--- src/rtl/abcq_pkg.sv ---
package abcq_pkg;

    localparam int PROB_W      = 16;
    localparam int CHAR_W      = 7;
    localparam int SCALE_BITS  = 24;
    localparam int SCALED_W    = SCALE_BITS + 1;
    localparam int QUAL_MAX    = 40;
    localparam int QUAL_IDX_W  = 6;
    localparam logic [CHAR_W-1:0] QUAL_OFFSET = 7'd33;

    typedef enum logic [2:0] {
        CLS_GAP = 3'd0,
        CLS_A   = 3'd1,
        CLS_C   = 3'd2,
        CLS_G   = 3'd3,
        CLS_T   = 3'd4
    } class_t;

    function automatic logic [CHAR_W-1:0] class_label(input class_t cls);
        logic [CHAR_W-1:0] label;
        case (cls)
            CLS_GAP: label = 7'd42;
            CLS_A:   label = 7'd65;
            CLS_C:   label = 7'd67;
            CLS_G:   label = 7'd71;
            CLS_T:   label = 7'd84;
            default: label = 7'd42;
        endcase
        return label;
    endfunction

    // Entry q-1 is floor(2^24 * 10^(-q/10)) for quality q.
    function automatic logic [SCALED_W-1:0] qual_thresh(input logic [QUAL_IDX_W-1:0] idx);
        logic [SCALED_W-1:0] t;
        case (idx)
            6'd0:    t = 25'd13326616;
            6'd1:    t = 25'd10585707;
            6'd2:    t = 25'd8408526;
            6'd3:    t = 25'd6679129;
            6'd4:    t = 25'd5305421;
            6'd5:    t = 25'd4214246;
            6'd6:    t = 25'd3347494;
            6'd7:    t = 25'd2659009;
            6'd8:    t = 25'd2112126;
            6'd9:    t = 25'd1677721;
            6'd10:   t = 25'd1332661;
            6'd11:   t = 25'd1058570;
            6'd12:   t = 25'd840852;
            6'd13:   t = 25'd667912;
            6'd14:   t = 25'd530542;
            6'd15:   t = 25'd421424;
            6'd16:   t = 25'd334749;
            6'd17:   t = 25'd265900;
            6'd18:   t = 25'd211212;
            6'd19:   t = 25'd167772;
            6'd20:   t = 25'd133266;
            6'd21:   t = 25'd105857;
            6'd22:   t = 25'd84085;
            6'd23:   t = 25'd66791;
            6'd24:   t = 25'd53054;
            6'd25:   t = 25'd42142;
            6'd26:   t = 25'd33474;
            6'd27:   t = 25'd26590;
            6'd28:   t = 25'd21121;
            6'd29:   t = 25'd16777;
            6'd30:   t = 25'd13326;
            6'd31:   t = 25'd10585;
            6'd32:   t = 25'd8408;
            6'd33:   t = 25'd6679;
            6'd34:   t = 25'd5305;
            6'd35:   t = 25'd4214;
            6'd36:   t = 25'd3347;
            6'd37:   t = 25'd2659;
            6'd38:   t = 25'd2112;
            6'd39:   t = 25'd1677;
            default: t = 25'd0;
        endcase
        return t;
    endfunction

endpackage

--- src/rtl/abcq_argmax.sv ---
module abcq_argmax
    import abcq_pkg::*;
(
    input  logic              clk,
    input  logic              rst_n,
    input  logic              in_valid,
    output logic              in_ready,
    input  logic [PROB_W-1:0] prob_gap,
    input  logic [PROB_W-1:0] prob_a,
    input  logic [PROB_W-1:0] prob_c,
    input  logic [PROB_W-1:0] prob_g,
    input  logic [PROB_W-1:0] prob_t,
    input  logic              last_in,
    output logic              out_valid,
    input  logic              out_ready,
    output logic [PROB_W-1:0] best_prob,
    output class_t            best_cls,
    output logic              last_out
);

    logic              s1_valid_reg;
    logic [PROB_W-1:0] s1_p01_reg;
    class_t            s1_c01_reg;
    logic [PROB_W-1:0] s1_p23_reg;
    class_t            s1_c23_reg;
    logic [PROB_W-1:0] s1_pt_reg;
    logic              s1_last_reg;

    logic              s2_valid_reg;
    logic [PROB_W-1:0] s2_prob_reg;
    class_t            s2_cls_reg;
    logic              s2_last_reg;

    logic              s1_adv;
    logic              s2_adv;
    logic              a_gt;
    logic              g_gt;
    logic              hi_gt;
    logic [PROB_W-1:0] w_prob;
    class_t            w_cls;

    assign s2_adv   = !s2_valid_reg || out_ready;
    assign s1_adv   = !s1_valid_reg || s2_adv;
    assign in_ready = s1_adv;

    // Strict compares keep ties on the lower class index.
    assign a_gt  = prob_a > prob_gap;
    assign g_gt  = prob_g > prob_c;
    assign hi_gt = s1_p23_reg > s1_p01_reg;

    always_comb
    begin
        w_prob = hi_gt ? s1_p23_reg : s1_p01_reg;
        w_cls  = hi_gt ? s1_c23_reg : s1_c01_reg;
        if (s1_pt_reg > w_prob)
        begin
            w_prob = s1_pt_reg;
            w_cls  = CLS_T;
        end
    end

    always_ff @(posedge clk or negedge rst_n)
    begin
        if (!rst_n)
        begin
            s1_valid_reg <= 1'b0;
            s2_valid_reg <= 1'b0;
        end
        else
        begin
            if (s1_adv)
            begin
                s1_valid_reg <= in_valid;
            end
            if (s2_adv)
            begin
                s2_valid_reg <= s1_valid_reg;
            end
        end
    end

    always_ff @(posedge clk)
    begin
        if (s1_adv && in_valid)
        begin
            s1_p01_reg  <= a_gt ? prob_a : prob_gap;
            s1_c01_reg  <= a_gt ? CLS_A : CLS_GAP;
            s1_p23_reg  <= g_gt ? prob_g : prob_c;
            s1_c23_reg  <= g_gt ? CLS_G : CLS_C;
            s1_pt_reg   <= prob_t;
            s1_last_reg <= last_in;
        end
        if (s2_adv && s1_valid_reg)
        begin
            s2_prob_reg <= w_prob;
            s2_cls_reg  <= w_cls;
            s2_last_reg <= s1_last_reg;
        end
    end

    assign out_valid = s2_valid_reg;
    assign best_prob = s2_prob_reg;
    assign best_cls  = s2_cls_reg;
    assign last_out  = s2_last_reg;

endmodule

--- src/rtl/abcq_phred.sv ---
module abcq_phred
    import abcq_pkg::*;
#(
    parameter int PROB_FRAC_BITS = 16
)
(
    input  logic              clk,
    input  logic              rst_n,
    input  logic              in_valid,
    output logic              in_ready,
    input  logic [PROB_W-1:0] best_prob,
    input  class_t            best_cls,
    input  logic              last_in,
    output logic              out_valid,
    input  logic              out_ready,
    output logic [CHAR_W-1:0] base_char,
    output logic [CHAR_W-1:0] quality_char,
    output logic              sample_end
);

    localparam logic [SCALED_W-1:0] ONE   = SCALED_W'(1) << PROB_FRAC_BITS;
    localparam int                  SHIFT = SCALE_BITS - PROB_FRAC_BITS;

    logic                s3_valid_reg;
    logic [QUAL_MAX-1:0] s3_pass_reg;
    class_t              s3_cls_reg;
    logic                s3_last_reg;

    logic                s4_valid_reg;
    logic [CHAR_W-1:0]   s4_base_reg;
    logic [CHAR_W-1:0]   s4_qual_reg;
    logic                s4_end_reg;

    logic                s3_adv;
    logic                s4_adv;
    logic [SCALED_W-1:0] score;
    logic [SCALED_W-1:0] rest;
    logic [SCALED_W-1:0] scaled;
    logic [QUAL_MAX-1:0] pass;

    assign s4_adv   = !s4_valid_reg || out_ready;
    assign s3_adv   = !s3_valid_reg || s4_adv;
    assign in_ready = s3_adv;

    // A score of one or more is held just below one for the quality.
    always_comb
    begin
        score = SCALED_W'(best_prob);
        if (score >= ONE)
        begin
            score = ONE - SCALED_W'(1);
        end
        rest   = ONE - score;
        scaled = rest << SHIFT;
        for (int i = 0; i < QUAL_MAX; i++)
        begin
            pass[i] = scaled <= qual_thresh(QUAL_IDX_W'(i));
        end
    end

    always_ff @(posedge clk or negedge rst_n)
    begin
        if (!rst_n)
        begin
            s3_valid_reg <= 1'b0;
            s4_valid_reg <= 1'b0;
        end
        else
        begin
            if (s3_adv)
            begin
                s3_valid_reg <= in_valid;
            end
            if (s4_adv)
            begin
                s4_valid_reg <= s3_valid_reg;
            end
        end
    end

    always_ff @(posedge clk)
    begin
        if (s3_adv && in_valid)
        begin
            s3_pass_reg <= pass;
            s3_cls_reg  <= best_cls;
            s3_last_reg <= last_in;
        end
        if (s4_adv && s3_valid_reg)
        begin
            s4_base_reg <= class_label(s3_cls_reg);
            s4_qual_reg <= CHAR_W'($countones(s3_pass_reg)) + QUAL_OFFSET;
            s4_end_reg  <= s3_last_reg;
        end
    end

    assign out_valid    = s4_valid_reg;
    assign base_char    = s4_base_reg;
    assign quality_char = s4_qual_reg;
    assign sample_end   = s4_end_reg;

endmodule

--- src/rtl/argmax_base_call_with_quality.sv ---
// Channel   Direction  Contents
// s_axis    in         five 16-bit class scores in tdata, last position in tlast
// m_axis    out        base and quality characters in tdata, end of sample in tlast
//
// One word is taken per cycle unless m_axis_tready stalls a full pipeline.
// The four stages are two compare levels of the argmax, the quality threshold
// compares and the quality count with the output register.
// Reset empties the pipeline; no other state is held.
// A stall moves back stage by stage, so gaps in the pipeline are filled first.
module argmax_base_call_with_quality
    import abcq_pkg::*;
#(
    parameter int PROB_FRAC_BITS = 16
)
(
    input  logic        clk,
    input  logic        rst_n,
    input  logic        s_axis_tvalid,
    output logic        s_axis_tready,
    input  logic [79:0] s_axis_tdata,   // prob_gap, prob_a, prob_c, prob_g, prob_t
    input  logic        s_axis_tlast,
    output logic        m_axis_tvalid,
    input  logic        m_axis_tready,
    output logic [15:0] m_axis_tdata,   // base_char, quality_char, two zero bits
    output logic        m_axis_tlast
);

    logic              mid_valid;
    logic              mid_ready;
    logic [PROB_W-1:0] mid_prob;
    class_t            mid_cls;
    logic              mid_last;
    logic [CHAR_W-1:0] base_char;
    logic [CHAR_W-1:0] quality_char;

    abcq_argmax u_argmax (
        .clk       (clk),
        .rst_n     (rst_n),
        .in_valid  (s_axis_tvalid),
        .in_ready  (s_axis_tready),
        .prob_gap  (s_axis_tdata[15:0]),
        .prob_a    (s_axis_tdata[31:16]),
        .prob_c    (s_axis_tdata[47:32]),
        .prob_g    (s_axis_tdata[63:48]),
        .prob_t    (s_axis_tdata[79:64]),
        .last_in   (s_axis_tlast),
        .out_valid (mid_valid),
        .out_ready (mid_ready),
        .best_prob (mid_prob),
        .best_cls  (mid_cls),
        .last_out  (mid_last)
    );

    abcq_phred #(
        .PROB_FRAC_BITS (PROB_FRAC_BITS)
    ) u_phred (
        .clk          (clk),
        .rst_n        (rst_n),
        .in_valid     (mid_valid),
        .in_ready     (mid_ready),
        .best_prob    (mid_prob),
        .best_cls     (mid_cls),
        .last_in      (mid_last),
        .out_valid    (m_axis_tvalid),
        .out_ready    (m_axis_tready),
        .base_char    (base_char),
        .quality_char (quality_char),
        .sample_end   (m_axis_tlast)
    );

    assign m_axis_tdata = {2'b00, quality_char, base_char};

    a_qual_range: assert property (@(posedge clk) disable iff (!rst_n)
        m_axis_tvalid |-> (m_axis_tdata[13:7] >= 7'd33) && (m_axis_tdata[13:7] <= 7'd73))
        else $error("quality character out of range");

    a_base_label: assert property (@(posedge clk) disable iff (!rst_n)
        m_axis_tvalid |-> (m_axis_tdata[6:0] == 7'd42) || (m_axis_tdata[6:0] == 7'd65)
                       || (m_axis_tdata[6:0] == 7'd67) || (m_axis_tdata[6:0] == 7'd71)
                       || (m_axis_tdata[6:0] == 7'd84))
        else $error("base character is not a class label");

    a_stall_hold: assert property (@(posedge clk) disable iff (!rst_n)
        (m_axis_tvalid && !m_axis_tready) |=> m_axis_tvalid && $stable(m_axis_tdata)
                                            && $stable(m_axis_tlast))
        else $error("stalled result word changed");

endmodule

--- config.mk ---
export PLATFORM = sky130hd
export DESIGN_NAME = argmax_base_call_with_quality
export DESIGN_NICKNAME = d
export VERILOG_FILES = /design/src/rtl/abcq_pkg.sv /design/src/rtl/abcq_argmax.sv /design/src/rtl/abcq_phred.sv /design/src/rtl/argmax_base_call_with_quality.sv
export SDC_FILE = /design/constraint.sdc
export NUM_CORES = 1
export LEC_CHECK = 0
export BUFFER_PORTS_ARGS = -buffer_cell sky130_fd_sc_hd__buf_4
export CAP_MARGIN = 5
export CORE_ASPECT_RATIO = 0.6
export CORE_MARGIN = 2
export CORE_UTILIZATION = 29
export DETAILED_ROUTE_END_ITERATION = 12
export PLACE_DENSITY = 0.54
export SLEW_MARGIN = 15
export SYNTH_ARGS = -nofsm -noshare
export SYNTH_HDL_FRONTEND = slang
export SYNTH_HIERARCHICAL = 1
export SYNTH_SLANG_ARGS = --single-unit
--- constraint.sdc ---
create_clock -name clk -period 13.72 [get_ports clk]
set_input_delay 1.372 -clock clk [delete_from_list [all_inputs] [get_ports clk]]
set_output_delay 1.372 -clock clk [all_outputs]
set_load 0.05 [all_outputs]
# --- After elaboration in Yosys (flattened, before gate mapping) ---
# Cells that the tools add are included.
totals:
  ff_bits: 138
  input_bits: 85
  wordCells: 128
classes:
  addsub: 41
  order_cmp: 44
  eq_ne: 4
  mux: 8
  reduce_logical: 12
op_table:
  columns: ["op", "count"]
  rows:
  - ["$add A7 B7 Y7", 19]
  - ["$le A25 B12 Y1 const B", 3]
  - ["$le A25 B13 Y1 const B", 3]
  - ["$le A25 B14 Y1 const B", 3]
  - ["$le A25 B15 Y1 const B", 3]
  - ["$le A25 B16 Y1 const B", 3]
  - ["$le A25 B17 Y1 const B", 3]
  - ["$le A25 B18 Y1 const B", 3]
  - ["$le A25 B19 Y1 const B", 3]
  - ["$le A25 B20 Y1 const B", 3]
  - ["$le A25 B21 Y1 const B", 3]
  - ["$le A25 B22 Y1 const B", 3]
  - ["$le A25 B23 Y1 const B", 3]
  - ["$le A25 B24 Y1 const B", 3]
  - ["$gt A16 B16 Y1", 4]
  - ["$mux W16", 4]
  - ["$add A1 B1 Y2", 20]
  - ["$pmux W7 S4", 1]
  - ["$le A25 B11 Y1 const B", 1]
  - ["$sub A17 B16 Y17 const A", 1]
  - ["$add A7 B6 Y7 const B", 1]
  - ["$eq A3 B2 Y1 const B", 2]
  - ["$logic_and A1 B1 Y1", 4]
  - ["$logic_not A1 Y1", 4]
  - ["other kinds (5)", 9]

# --- Longest topological paths before layout ---
# Gate-level depths: netlist of run 1.
logic_depth:
  ltp_word: 7
  ltp_mapped: 18
  ltp_nobuf: 18

# --- Modules after synthesis ---
# Netlist of run 1, hierarchy kept.
by_module_without_submodules:
  columns: ["mod", "instances", "cells_per_inst", "area_each_um2", "seq_area_each_um2"]
  rows:
  - ["abcq_argmax", 1, 407, 4797.1, 2182.1]
  - ["abcq_phred", 1, 474, 4778.3, 1791.7]
  - ["argmax_base_call_with_quality", 1, 3, 18.8, 0.0]

# --- Worst setup path after synthesis of run 1 ---
# Ideal clock, no wire load.
synth_timing:
  path_type: "flip-flop to flip-flop"
  start: "register u_phred.s3_pass_reg[16]"
  end: "register u_phred.s4_qual_reg[4] (netlist: u_phred/quality_char[4]) (data pin)"
  arrival_time_ps: 4930
  t_required_ps: 13461
  slack_ps: 8530
  path_stages_with_launch: 17
  cell_sequence: "edfxtp_1 -> fa_1 -> inv_1 -> fa_1 -> inv_1 -> fa_1 -> inv_1 -> fa_1 -> fa_1 -> fa_1 -> fa_1 -> fa_1 -> inv_1 -> fa_1 -> a21o_1 -> a21oi_1 -> xnor2_1"
synth_via:
  elab_chain_len: 7
synth_lines:
  columns: ["element", "line", "rtl"]
  rows:
  - ["from (decl)", "abcq_phred.sv:25", "logic [QUAL_MAX-1:0] s3_pass_reg;"]
  - ["from (signal assigned)", "abcq_phred.sv:85", "s3_pass_reg <= pass;"]
  - ["$add A1 B1 Y2 (not written as such)", "abcq_phred.sv:92", "s4_qual_reg <= CHAR_W'($countones(s3_pass_reg)) + QUAL_OFFSET;"]
  - ["$add A7 B7 Y7 (not written as such) (5 in a row)", "abcq_phred.sv:92", null]
  - ["$add A7 B6 Y7", "abcq_phred.sv:92", null]
  - ["to (signal assigned)", "abcq_phred.sv:92", null]
  - ["to (decl)", "abcq_phred.sv:31", "logic [CHAR_W-1:0] s4_qual_reg;"]
# No other way between the ends.
# A chain may end at the register's enable or synchronous reset.

# --- Final worst setup path of run 1 ---
layout_timing:
  start: "register u_argmax.s1_p23_reg[14]"
  end: "register u_argmax.s2_cls_reg[0] (netlist: u_argmax/best_cls[0]) (data pin)"
layout_via:
  elab_chain_len: 3
  elab_cells_between_ends: 4
  cone_classes: "2 x order compare; 2 x mux"
layout_lines:
  columns: ["element", "line", "rtl"]
  rows:
  - ["from (decl)", "abcq_argmax.sv:24", "logic [PROB_W-1:0] s1_p23_reg;"]
  - ["from (signal assigned)", "abcq_argmax.sv:88", "s1_p23_reg <= g_gt ? prob_g : prob_c;"]
  - ["$gt A16 B16 Y1", "abcq_argmax.sv:49", "assign hi_gt = s1_p23_reg > s1_p01_reg;"]
  - ["$mux W16", "abcq_argmax.sv:53", "w_prob = hi_gt ? s1_p23_reg : s1_p01_reg;"]
  - ["$gt A16 B16 Y1", "abcq_argmax.sv:55", "if (s1_pt_reg > w_prob)"]
  - ["to (signal assigned)", "abcq_argmax.sv:96", "s2_cls_reg <= w_cls;"]
  - ["to (decl)", "abcq_argmax.sv:31", "class_t s2_cls_reg;"]
# Parallel ways exist; a longest one is shown, timed or not.

==> results of run 1 <==
==> cells in the final DEF (no fill, tap or decap), types with 14 or more instances in the layout <==
cell type | Yosys | routed
nand4_1 | 20 | 20
clkbuf_16 | 0 | 17
o21ai_0 | 25 | 25
nand3_1 | 19 | 19
and2_1 | 22 | 20
edfxtp_1 | 129 | 129
ha_1 | 76 | 76
buf_4 | 3 | 105
nor3_1 | 14 | 14
a21oi_1 | 72 | 72
a211oi_1 | 27 | 26
fa_1 | 31 | 31
nand2_1 | 32 | 32
nor2b_1 | 15 | 15
xnor2_1 | 14 | 14
inv_1 | 120 | 120
mux2_2 | 32 | 32
nor2_1 | 38 | 38
==> worst paths after layout <==
path / end / cells past startpoint
setup reg to reg: u_argmax/best_cls[0] / 14
max in group asynchronous: u_argmax/s1_valid_reg / 1
setup / recovery: u_argmax/best_cls[0] / 14
hold reg to reg: u_argmax/last_out / 0
hold / removal: u_argmax/last_out / 0
min in group asynchronous: u_phred/s3_valid_reg / 1
==> report_power, final <==
group	switching, W	internal, W	total [W]
Combinational	0.000844	0.000634	0.00148
Clock	0.000193	0.000273	0.000467
Sequential	0.0000612	0.000619	0.000680
==> area by class of cell <==
class / count / share of cell area
clock inverters: 14 / 0.0147
multi-input cells: 592 / 0.440
flip-flops and latches: 133 / 0.351
clock buffers: 18 / 0.0379
inverters: 120 / 0.0398
repair buffers: 105 / 0.0697
well taps: 424 / 0.0469
==> per-layer routing <==
layer,share of wire,routed length (um)
met3,0.090,2290
met1,0.54,13800
met5,0,0
met2,0.36,9020
met4,0.012,299
==> cells by family after synthesis <==
logic type | after synthesis | synth area share
multiplexers | 33 | 0.0386
flip-flops | 133 | 0.414
other | 1 | 0.000391
XOR/XNOR | 23 | 0.0230
buffers and inverters | 160 | 0.0702
AND/OR/NAND/NOR | 215 | 0.131
adder cells (fa/ha/maj) | 107 | 0.164
AO/OA/AOI/OAI | 212 | 0.159
==> critical path, delay by kind of cell, from the launching register on <==
family | cells | cell delay (ps)
AO/OA/AOI/OAI | 6 | 1910
AND/OR/NAND/NOR | 5 | 2200
buffers and inverters | 1 | 170
adder cells (fa/ha/maj) | 2 | 610
flip-flops | 1 | 410
==> per-stage QoR <==
| stage | cells | utilization | worst slack [ps] | instance area [sq um] | power (W) |
|---|---|---|---|---|---|
| finish | 1406 | 0.348 | 8230 | 11300 | 0.00262 |
| detailed placement | 1374 | 0.330 | 8050 | 10700 | 0.00218 |
| global route | 1406 | 0.348 | 7780 | 11300 | 0.00289 |
| floorplan | 885 | - | 8530 | 9600 | 0.00184 |
| CTS | 1406 | 0.348 | 8000 | 11300 | 0.00266 |
| global placement | 1374 | 0.330 | 8250 | 10700 | 0.00216 |
==> summary.md, run 1 <==
| Metric | Value |
|---|---|
| GRT Util Overall | `0.154` |
| Syn Inst Count | `between 800 and 900` |
| Initial core utilization | `0.295` |
| Filler cells | `approximately 3200` |
| M1 GR Usage | `0.242` |
| Post-CTS Repair Setup Buffers | `0` |
| Yosys warns | `6` |
| Setup slack, reg-to-reg | `8230 ps` |
| Power per cell area | `232 nW/um^2` |
| RR Startpoint | `u_argmax/s1_p23_reg[14]` |
| # IOs | `104` |
| Worst hold margin | `about 420 ps` |
| Yosys reg bits | `~130` |
| Vias in the first global route | `between 6000 and 7000` |
| Input/output buffers | `101` |
| Final setup fails | `0` |
| Worst setup EP type | `flop` |
| Worst-path cell chain | `ha_1 > nand4_1 > or4_1 > nand4_1 > and2_1 > a32oi_2 > ha_1 > nor2b_1 > o211ai_1 > a21oi_1 > o31ai_4 > a21o_1 > inv_1 > a21oi_1` |
| Layer with the highest usage | `met1` |
| Wirelength per Cell | `approximately 18 um` |
| CTS max path bufs | `2` |
| Cts repair resizes | `0` |
| CP startpoint kind | `flop` |
| H-Tree Depth | `4` |
| Die height | `approximately 140 um` |
| # nets final | `1161` |
| Slew @ Worst Pin | `roughly 1100 ps` |
| Via/cell ratio | `roughly 5` |
| Die width | `roughly 240 um` |
| CTS buffer count | `17` |
| Syn Area/Cell | `10.9 sq um` |
| DRT Pass-1 Iters | `6` |
| Largest net degree at the start of global routing | `52` |
| CP arrival | `about 5800 ps` |
| Lkg Pwr | `approximately 4.5 nW` |
| Worst slew margin | `0.253` |
| Yosys cell types | `80` |
| Largest area contributor in the netlist | `edfxtp_1` |
| Setup CP Type | `reg2reg` |
| Hold Crit Class | `reg2reg` |
| Largest cells by area after synthesis | `edfxtp_1 (40%), ha_1 (9.9%), fa_1 (6.5%), inv_1 (4.7%), a21oi_1 (3.8%)` |
| EDFF count, synth | `approximately 130` |
| Core area | `between 30000 and 40000 sq um` |
| Sequential cell area fraction in the yosys report | `0.414` |
| Main synth FF type | `edfxtp_1` |
| Most frequent cell after synthesis | `edfxtp_1` |
| Sink Count | `between 100 and 150` |
| Status | `finished, final reports clean` |
| Final setup TNS | `0 ps` |
| Met2 usage | `0.190` |
| VDD IR max | `between 0.0003 and 0.0004 V` |
| Crit path from | `u_argmax/s1_p23_reg[14]` |
| Die area | `around 35000 sq um` |
| Post-DP HPWL | `about 20 mm` |
| Global-route wire length before repair | `around 40 mm` |
| Synth top area share | `0.404` |
| Met3 usage | `0.0577` |
| Worst-path clk slew | `approximately 60 ps` |
| List of most frequent post-synthesis cells | `edfxtp_1 (129), inv_1 (120), ha_1 (76), a21oi_1 (72), nor2_1 (38)` |
| Slowest cell on crit path | `or4_1` |
| Worst-path fanout max | `21` |
| Req. time, crit path | `13990 ps` |
| Routed Antenna Nets | `0` |
| Clk_skew | `between 9 and 10 ps` |
| Fin crit share | `0.401` |
| Worst path max stage delay | `780 ps` |
| Max Fclk | `0.182 GHz` |
| Sequential Area | `roughly 4000 sq um` |
| Slew Viols, Final | `0` |
| CTS tree | `built` |
| Worst-Skew Late Latency | `440 ps` |
| Max FFs per register | `40` |
| Via count | `between 7000 and 8000` |
| Mapped cell area | `9590 sq um` |
| ANT cells | `0` |
| Area of the multi-input gates | `roughly 5000 sq um` |
| Initial DRC count | `between 500 and 600` |
| Min Tclk post-route | `around 5500 ps` |
| Max Cap Viol | `0` |
| Share of layout cells above drive strength 1 | `0.216` |
| Area Growth Syn to Fin | `18.0%` |
| CTS root buffer | `clkbuf_16` |
| Gr ovfl total | `0` |
| Initial antenna violation count | `0` |
| # DRC | `0` |
| GPL Wtd Cong | `a little over 0.9` |
| Hold_sp | `u_argmax/s1_last_reg` |
| RSZ-0062 raised after global routing | `false` |
| Asr flop ratio synth | `0.0301` |
| Site Rows | `51` |
| WL final | `approximately 25 mm` |
| Hold_buf cts | `0` |
| Hold Vio Cnt, Final | `0` |
Power figures use the tool's default switching activity.
==> run 2, diff against run 1 <==
==> constraint.sdc (replaced) <==
create_clock -name clk -period 5.09 [get_ports clk]
set_input_delay 0.509 -clock clk [delete_from_list [all_inputs] [get_ports clk]]
set_output_delay 0.509 -clock clk [all_outputs]
set_load 0.05 [all_outputs]
==> run 2 against run 1 <==
Against the previous run: clock skew about the same; the flow now finishes with violations (negative setup slack); die area unchanged; final cell count up 0.21%; largest cell class unchanged; power grew to 2.9 times the previous value; non-clock buffer count grew 4; final area up 0.66%; largest power group unchanged; core utilization up 0.23 points; register-to-register slack worse by 8400 ps; critical path depth is 2 higher; flip-flop and latch count is the same.
==> summary.md, run 2 (synthesis results as in run 1) <==
| Metric | Value |
|---|---|
| Input/output buffers | `101 (unchanged)` |
| Worst setup EP type | `flop` |
| Wirelength per Cell | `17.6 um (-2.6%)` |
| Slew @ Worst Pin | `1070 ps (-50.8 ps)` |
| Failing checks | `negative setup slack` |
| Max Fclk | `0.191 GHz (+4.7%)` |
| H-Tree Depth | `4 (unchanged)` |
| Vias in the first global route | `6958 (+0.72%)` |
| Most common cell after layout, fill and taps aside | `edfxtp_1` |
| GPL Wtd Cong | `0.935 (+0.42%)` |
| CTS buffer count | `17 (unchanged)` |
| Worst slew margin | `0.287 (+0.0340)` |
| Max Cap Viol | `0 (unchanged)` |
| Worst-Skew Late Latency | `440 ps (about the same)` |
| Gr ovfl total | `0 (unchanged)` |
| Die width | `239 um (unchanged)` |
| Net Switching | `0.00305 W (+180%)` |
| Core area | `32500 sq um (unchanged)` |
| Routed Antenna Nets | `0 (unchanged)` |
| Slowest cell on crit path | `fa_1` |
| Global-route wire length before repair | `39.8 mm (about the same)` |
| GRT Util Overall | `0.152 (-0.00184)` |
| RSZ-0062 raised after global routing | `true` |
| CTS root buffer | `clkbuf_16` |
| Flop pwr share | `0.246 (-0.013)` |
| Clk pwr share | `0.180 (+0.002)` |
| Worst-path cell chain | `fa_1 > inv_1 > fa_1 > inv_1 > fa_1 > inv_1 > fa_2 > fa_1 > fa_1 > fa_1 > fa_1 > inv_2 > fa_2 > a21o_1 > a21oi_2 > xnor2_1` |
| Hold Vio Cnt, Final | `0 (unchanged)` |
| Worst Path Buf+Inv | `4 (+3)` |
| Share of layout cells above drive strength 1 | `0.222 (+0.00645)` |
| Initial antenna violation count | `0 (unchanged)` |
| Lkg Pwr | `4.58 nW (+0.64%)` |
| Sw frac | `0.408 (-0.0100)` |
| Final instance area | `11400 sq um (+0.66%)` |
| Die height | `145 um (unchanged)` |
| Most frequent cells in the layout | `edfxtp_1 (129), inv_1 (117), buf_4 (108)` |
| Placed inst area | `10700 sq um (+0.27%)` |
| CTS tree | `built` |
| Worst path max stage delay | `560 ps (-220 ps)` |
| Setup slack at placement | `-141 ps (-8190 ps)` |
| Die area | `34600 sq um (unchanged)` |
| WL final | `24.8 mm (-2.4%)` |
| Pint | `0.00443 W (+190%)` |
| Final setup fails | `5 (+5)` |
| Initial DRC count | `704 (+21%)` |
| Area Growth Syn to Fin | `18.7%` |
| CTS max path bufs | `2 (unchanged)` |
| Met2 WL | `9.02 mm (about the same)` |
| Req. time, crit path | `5280 ps (-8710 ps)` |
| Status | `complete, but fails checks` |
| Worst-path fanout max | `2 (-90%)` |
| Logic pwr share | `0.575 (+0.012)` |
| Power per cell area | `657 nW/um^2 (+180%)` |
| Slew Viols, Final | `0 (unchanged)` |
| CP delay by family, top | `adder cells` |
| Initial core utilization | `0.295 (unchanged)` |
| Sink Count | `133 (unchanged)` |
| Filler cells | `3266 (+1.0%)` |
| Metal-1 WL | `13.8 mm (about the same)` |
| CP arrival | `5440 ps (-320 ps)` |
| # IOs | `104 (unchanged)` |
| DRT Pass-1 Iters | `5 (-1)` |
| Clk_skew | `9.95 ps (+0.0213 ps)` |
| CP startpoint kind | `flop` |
| # DRC | `0 (unchanged)` |
| Fin crit share | `1.03 (+0.631)` |
| Min Tclk post-route | `5250 ps (-246 ps)` |
| Site Rows | `51 (unchanged)` |
| Setup CP Type | `reg2reg` |
| Max layer used | `met4` |
| Via count | `7053 (+0.33%)` |
| ANT cells | `0 (unchanged)` |
| Final setup TNS | `-419 ps (-419 ps)` |
| # nets final | `1165 (+0.34%)` |
| VDD IR max | `0.00125 V (+230%)` |
| Area of the multi-input gates | `4980 sq um (about the same)` |
| Sequential Area | `3970 sq um (unchanged)` |
| Largest net degree at the start of global routing | `52 (unchanged)` |
| Most used cell, CP | `fa_1` |
| Max FFs per register | `40 (unchanged)` |
| Final critical-path setup slack | `-159 ps (-8380 ps)` |
| Worst hold margin | `248 ps (-170 ps)` |
| Worst-path clk slew | `60 ps (about the same)` |
| Post-CTS Repair Setup Buffers | `0 (unchanged)` |
| Hold Crit Class | `in2reg` |
| Wire length on met3 | `1.74 mm (-24%)` |
| Via/cell ratio | `5.01 (+0.11%)` |
| Post-DP HPWL | `19.7 mm (-2.0%)` |
==> run 2: area by class of cell <==
cell class / count / share of cell area
Clock buffer: 18 / 0.0377
Timing Repair Buffer: 109 / 0.0720
Clock inverter: 13 / 0.0180
Sequential cell: 133 / 0.349
Multi-Input combinational cell: 592 / 0.437
Inverter: 120 / 0.0395
Tap cell: 424 / 0.0466
==> run 2: worst paths after layout <==
kind,slack [ps],cells past startpoint,startpoint,to
min in group asynchronous,390,2,rst_n,u_argmax/s1_valid_reg
max in group asynchronous,4600,2,rst_n,u_argmax/out_valid
worst max register to register,-160,16,u_phred/s3_pass_reg[16],u_phred/quality_char[4]
worst max-delay path,-160,16,u_phred/s3_pass_reg[16],u_phred/quality_char[4]
worst min-delay path,250,1,s_axis_tdata[69],u_argmax/s1_pt_reg[5]
worst min register to register,420,0,u_argmax/last_out,u_phred/s3_last_reg
==> run 2: timing repair <==
item | in CTS | in global routing
setup endpoints to repair | 6 | 6
pin swaps | 1 | 1
hold endpoints to repair | 4 | 0
resized for setup | 4 | 1
hold buffers | 1 | 0
==> run 2: power by group through the flow <==
| stage | Sequential (W) | Combinational (W) | Clock [W] |
|---|---|---|---|
| after global placement | 0.00186 | 0.00409 | 0 |
| final | 0.00184 | 0.00430 | 0.00135 |
| after global routing | 0.00187 | 0.00493 | 0.00143 |
| after floorplan | 0.00189 | 0.00316 | 0 |
| after detailed placement | 0.00186 | 0.00418 | 0 |
| after CTS | 0.00184 | 0.00434 | 0.00138 |
==> run 2: through the flow <==
| stage | power [W] | std cells | utilization |
|---|---|---|---|
| detailed placement | 0.00604 | 1377 | 0.331 |
| global placement | 0.00595 | 1377 | 0.331 |
| CTS | 0.00756 | 1409 | 0.351 |
| finish | 0.00748 | 1409 | 0.351 |
| global route | 0.00823 | 1409 | 0.351 |
| floorplan | 0.00505 | 885 | - |
==> run 2: worst reg2reg max path: cells and delay by family, from the launching register on <==
family          cells  cell delay (ps)
buf+inv             4              210
xor+xnor            1               90
fa+ha+maj           9             3970
flops               1              400
compound gates      2              340
==> run 2: routing by layer <==
metal	track usage	vias up
met4	0.0362	0
met3	0.0415	19
met5	0	-
li1	-	3418
met2	0.190	221
met1	0.247	3395
==> run 3, diff against run 2 <==
--- a/config.mk
+++ b/config.mk
@@ -12,6 +12,7 @@
 export CORE_UTILIZATION = 29
 export DETAILED_ROUTE_END_ITERATION = 12
 export PLACE_DENSITY = 0.54
+export SETUP_SLACK_MARGIN = 0.02
 export SLEW_MARGIN = 15
 export SYNTH_ARGS = -nofsm -noshare
 export SYNTH_HDL_FRONTEND = slang
==> run 3 against run 2 <==
Against the previous run: the flow still finishes with violations (negative setup slack); combinational power is 1% higher; maximum frequency increased by 1.1%; clock skew down 3.4 ps; first-iteration DRC count decreased by 23%; routed wire length is 1.5% higher; sequential share of layout area rose by 0.069 points; critical path type unchanged; highest routed layer unchanged.
==> summary.md, run 3 (synthesis results as in run 1) <==
| Metric | Value |
|---|---|
| Site Rows | `51 (unchanged)` |
| Min Tclk post-route | `5190 ps (-59.0 ps)` |
| Area of the multi-input gates | `4980 sq um (about the same)` |
| Largest net degree at the start of global routing | `52 (unchanged)` |
| Vias in the first global route | `6921 (-0.53%)` |
| Max Fclk | `0.193 GHz (+1.1%)` |
| # IOs | `104 (unchanged)` |
| Die height | `145 um (unchanged)` |
| Most common cell after layout, fill and taps aside | `edfxtp_1` |
| Slew @ Worst Pin | `1110 ps (+44.5 ps)` |
| CP startpoint kind | `flop` |
| Sequential Area | `3970 sq um (unchanged)` |
| Global-route wire length before repair | `39.5 mm (-0.71%)` |
| Gr ovfl total | `0 (unchanged)` |
| Via count | `7079 (+0.37%)` |
| Fin crit share | `1.02 (-0.0116)` |
| Worst setup EP type | `flop` |
| VDD IR max | `0.00109 V (-13%)` |
| Input/output buffers | `101 (unchanged)` |
| GRT Util Overall | `0.153 (+0.00101)` |
| Via/cell ratio | `5.01 (about the same)` |
| CTS max path bufs | `2 (unchanged)` |
| Die width | `239 um (unchanged)` |
| Max Cap Viol | `0 (unchanged)` |
| Initial antenna violation count | `1 (+1)` |
| H-Tree Depth | `4 (unchanged)` |
| # DRC | `0 (unchanged)` |
| Worst hold margin | `243 ps (-4.82 ps)` |
| Failing checks | `negative setup slack` |
| Initial DRC count | `540 (-23%)` |
| Worst-Skew Late Latency | `440 ps (about the same)` |
| # nets final | `1168 (+0.26%)` |
| Clk_skew | `6.55 ps (-3.39 ps)` |
| Initial core utilization | `0.295 (unchanged)` |
| Final critical-path setup slack | `-100 ps (+59.0 ps)` |
| Req. time, crit path | `5280 ps (about the same)` |
| Wirelength per Cell | `17.8 um (+1.2%)` |
| GPL Wtd Cong | `0.946 (+1.1%)` |
| Worst-path fanout max | `2 (unchanged)` |
| Core area | `32500 sq um (unchanged)` |
| Final setup fails | `3 (-2)` |
| Worst-path clk slew | `60 ps (about the same)` |
| Sink Count | `133 (unchanged)` |
| Area Growth Syn to Fin | `18.5%` |
| RSZ-0062 raised after global routing | `true` |
| CTS tree | `built` |
| WL final | `25.1 mm (+1.5%)` |
| Setup CP Type | `reg2reg` |
| CTS root buffer | `clkbuf_16` |
| Hold Vio Cnt, Final | `0 (unchanged)` |
| Slew Viols, Final | `0 (unchanged)` |
| Post-DP HPWL | `19.8 mm (+0.32%)` |
| Lkg Pwr | `4.58 nW (about the same)` |
| DRT Pass-1 Iters | `5 (unchanged)` |
| Power per cell area | `655 nW/um^2 (-0.21%)` |
| Status | `complete, but fails checks` |
| Final setup TNS | `-235 ps (+184 ps)` |
| Routed Antenna Nets | `0 (unchanged)` |
| Filler cells | `3242 (-0.73%)` |
| Share of layout cells above drive strength 1 | `0.224 (+0.00213)` |
| Die area | `34600 sq um (unchanged)` |
| Hold Crit Class | `in2reg` |
| Worst slew margin | `0.259 (-0.0275)` |
| Most frequent cells in the layout | `edfxtp_1 (129), inv_1 (117), buf_4 (111)` |
| Max FFs per register | `40 (unchanged)` |
| CTS buffer count | `17 (unchanged)` |
| CP arrival | `5380 ps (-60 ps)` |
run 3: per-layer routing:
metal,vias to the layer above,global-route usage,share of wire
met5,-,0,0
met4,0,0.0424,0.010
met3,25,0.0499,0.087
met2,257,0.192,0.36
met1,3378,0.241,0.54
li1,3419,-,-
run 3: final cells by class:
class	instances	share of cell area
multi-input cells	592	0.438
flip-flops and latches	133	0.350
repair buffers	112	0.0742
well taps	424	0.0467
inverters	120	0.0396
clock buffers	18	0.0377
clock inverters	14	0.0141
diodes	1	0.000220
run 3: power breakdown:
part           leakage, nW  switching (W)  internal [W]  total (W)
sequential            1.31       0.000171       0.00167    0.00184
combinational         2.98        0.00244       0.00193    0.00436
clock                0.289       0.000483      0.000764    0.00125
run 3: final timing paths:
kind                                              start                 endpoint  slack, ps  cells past startpoint
min in group asynchronous                         rst_n        u_phred/out_valid        390                      2
worst min-delay path                   s_axis_tdata[70]    u_argmax/s1_pt_reg[6]        240                      1
worst max register to register  u_phred/s3_pass_reg[16]  u_phred/quality_char[6]       -100                     16
max in group asynchronous                         rst_n     u_phred/s3_valid_reg       4610                      2
worst max-delay path            u_phred/s3_pass_reg[16]  u_phred/quality_char[6]       -100                     16
worst min register to register      u_phred/s3_last_reg       u_phred/sample_end        420                      0
run 3: metrics by stage:
stage / power, W / worst slack (ps) / instance area [sq um] / std cells / utilization
finish: 0.00745 / -100 / 11400 / 1414 / 0.350
global route: 0.00825 / -316 / 11400 / 1413 / 0.350
CTS: 0.00750 / -106 / 11400 / 1413 / 0.350
detailed placement: 0.00607 / -121 / 10800 / 1380 / 0.331
global placement: 0.00600 / -121 / 10800 / 1380 / 0.331
floorplan: 0.00504 / 37.1 / 9600 / 885 / -
run 3: worst max-delay path, stage by stage, from the launching register on:
cell	delay [ps]
edfxtp_1	400
fa_1	560
inv_2	50
fa_1	490
inv_1	50
fa_1	470
inv_1	50
fa_1	450
fa_1	520
fa_1	430
fa_1	510
fa_1	180
inv_2	40
fa_2	330
a21o_1	190
a21oi_2	160
o21bai_1	80
run 3: what timing repair did:
action                     CTS  global route
hold endpoints to repair     4             0
hold buffers                 1             0
pin swaps                    2             1
setup buffers                0             0
setup endpoints to repair    5             6
gates resized for setup      3             1
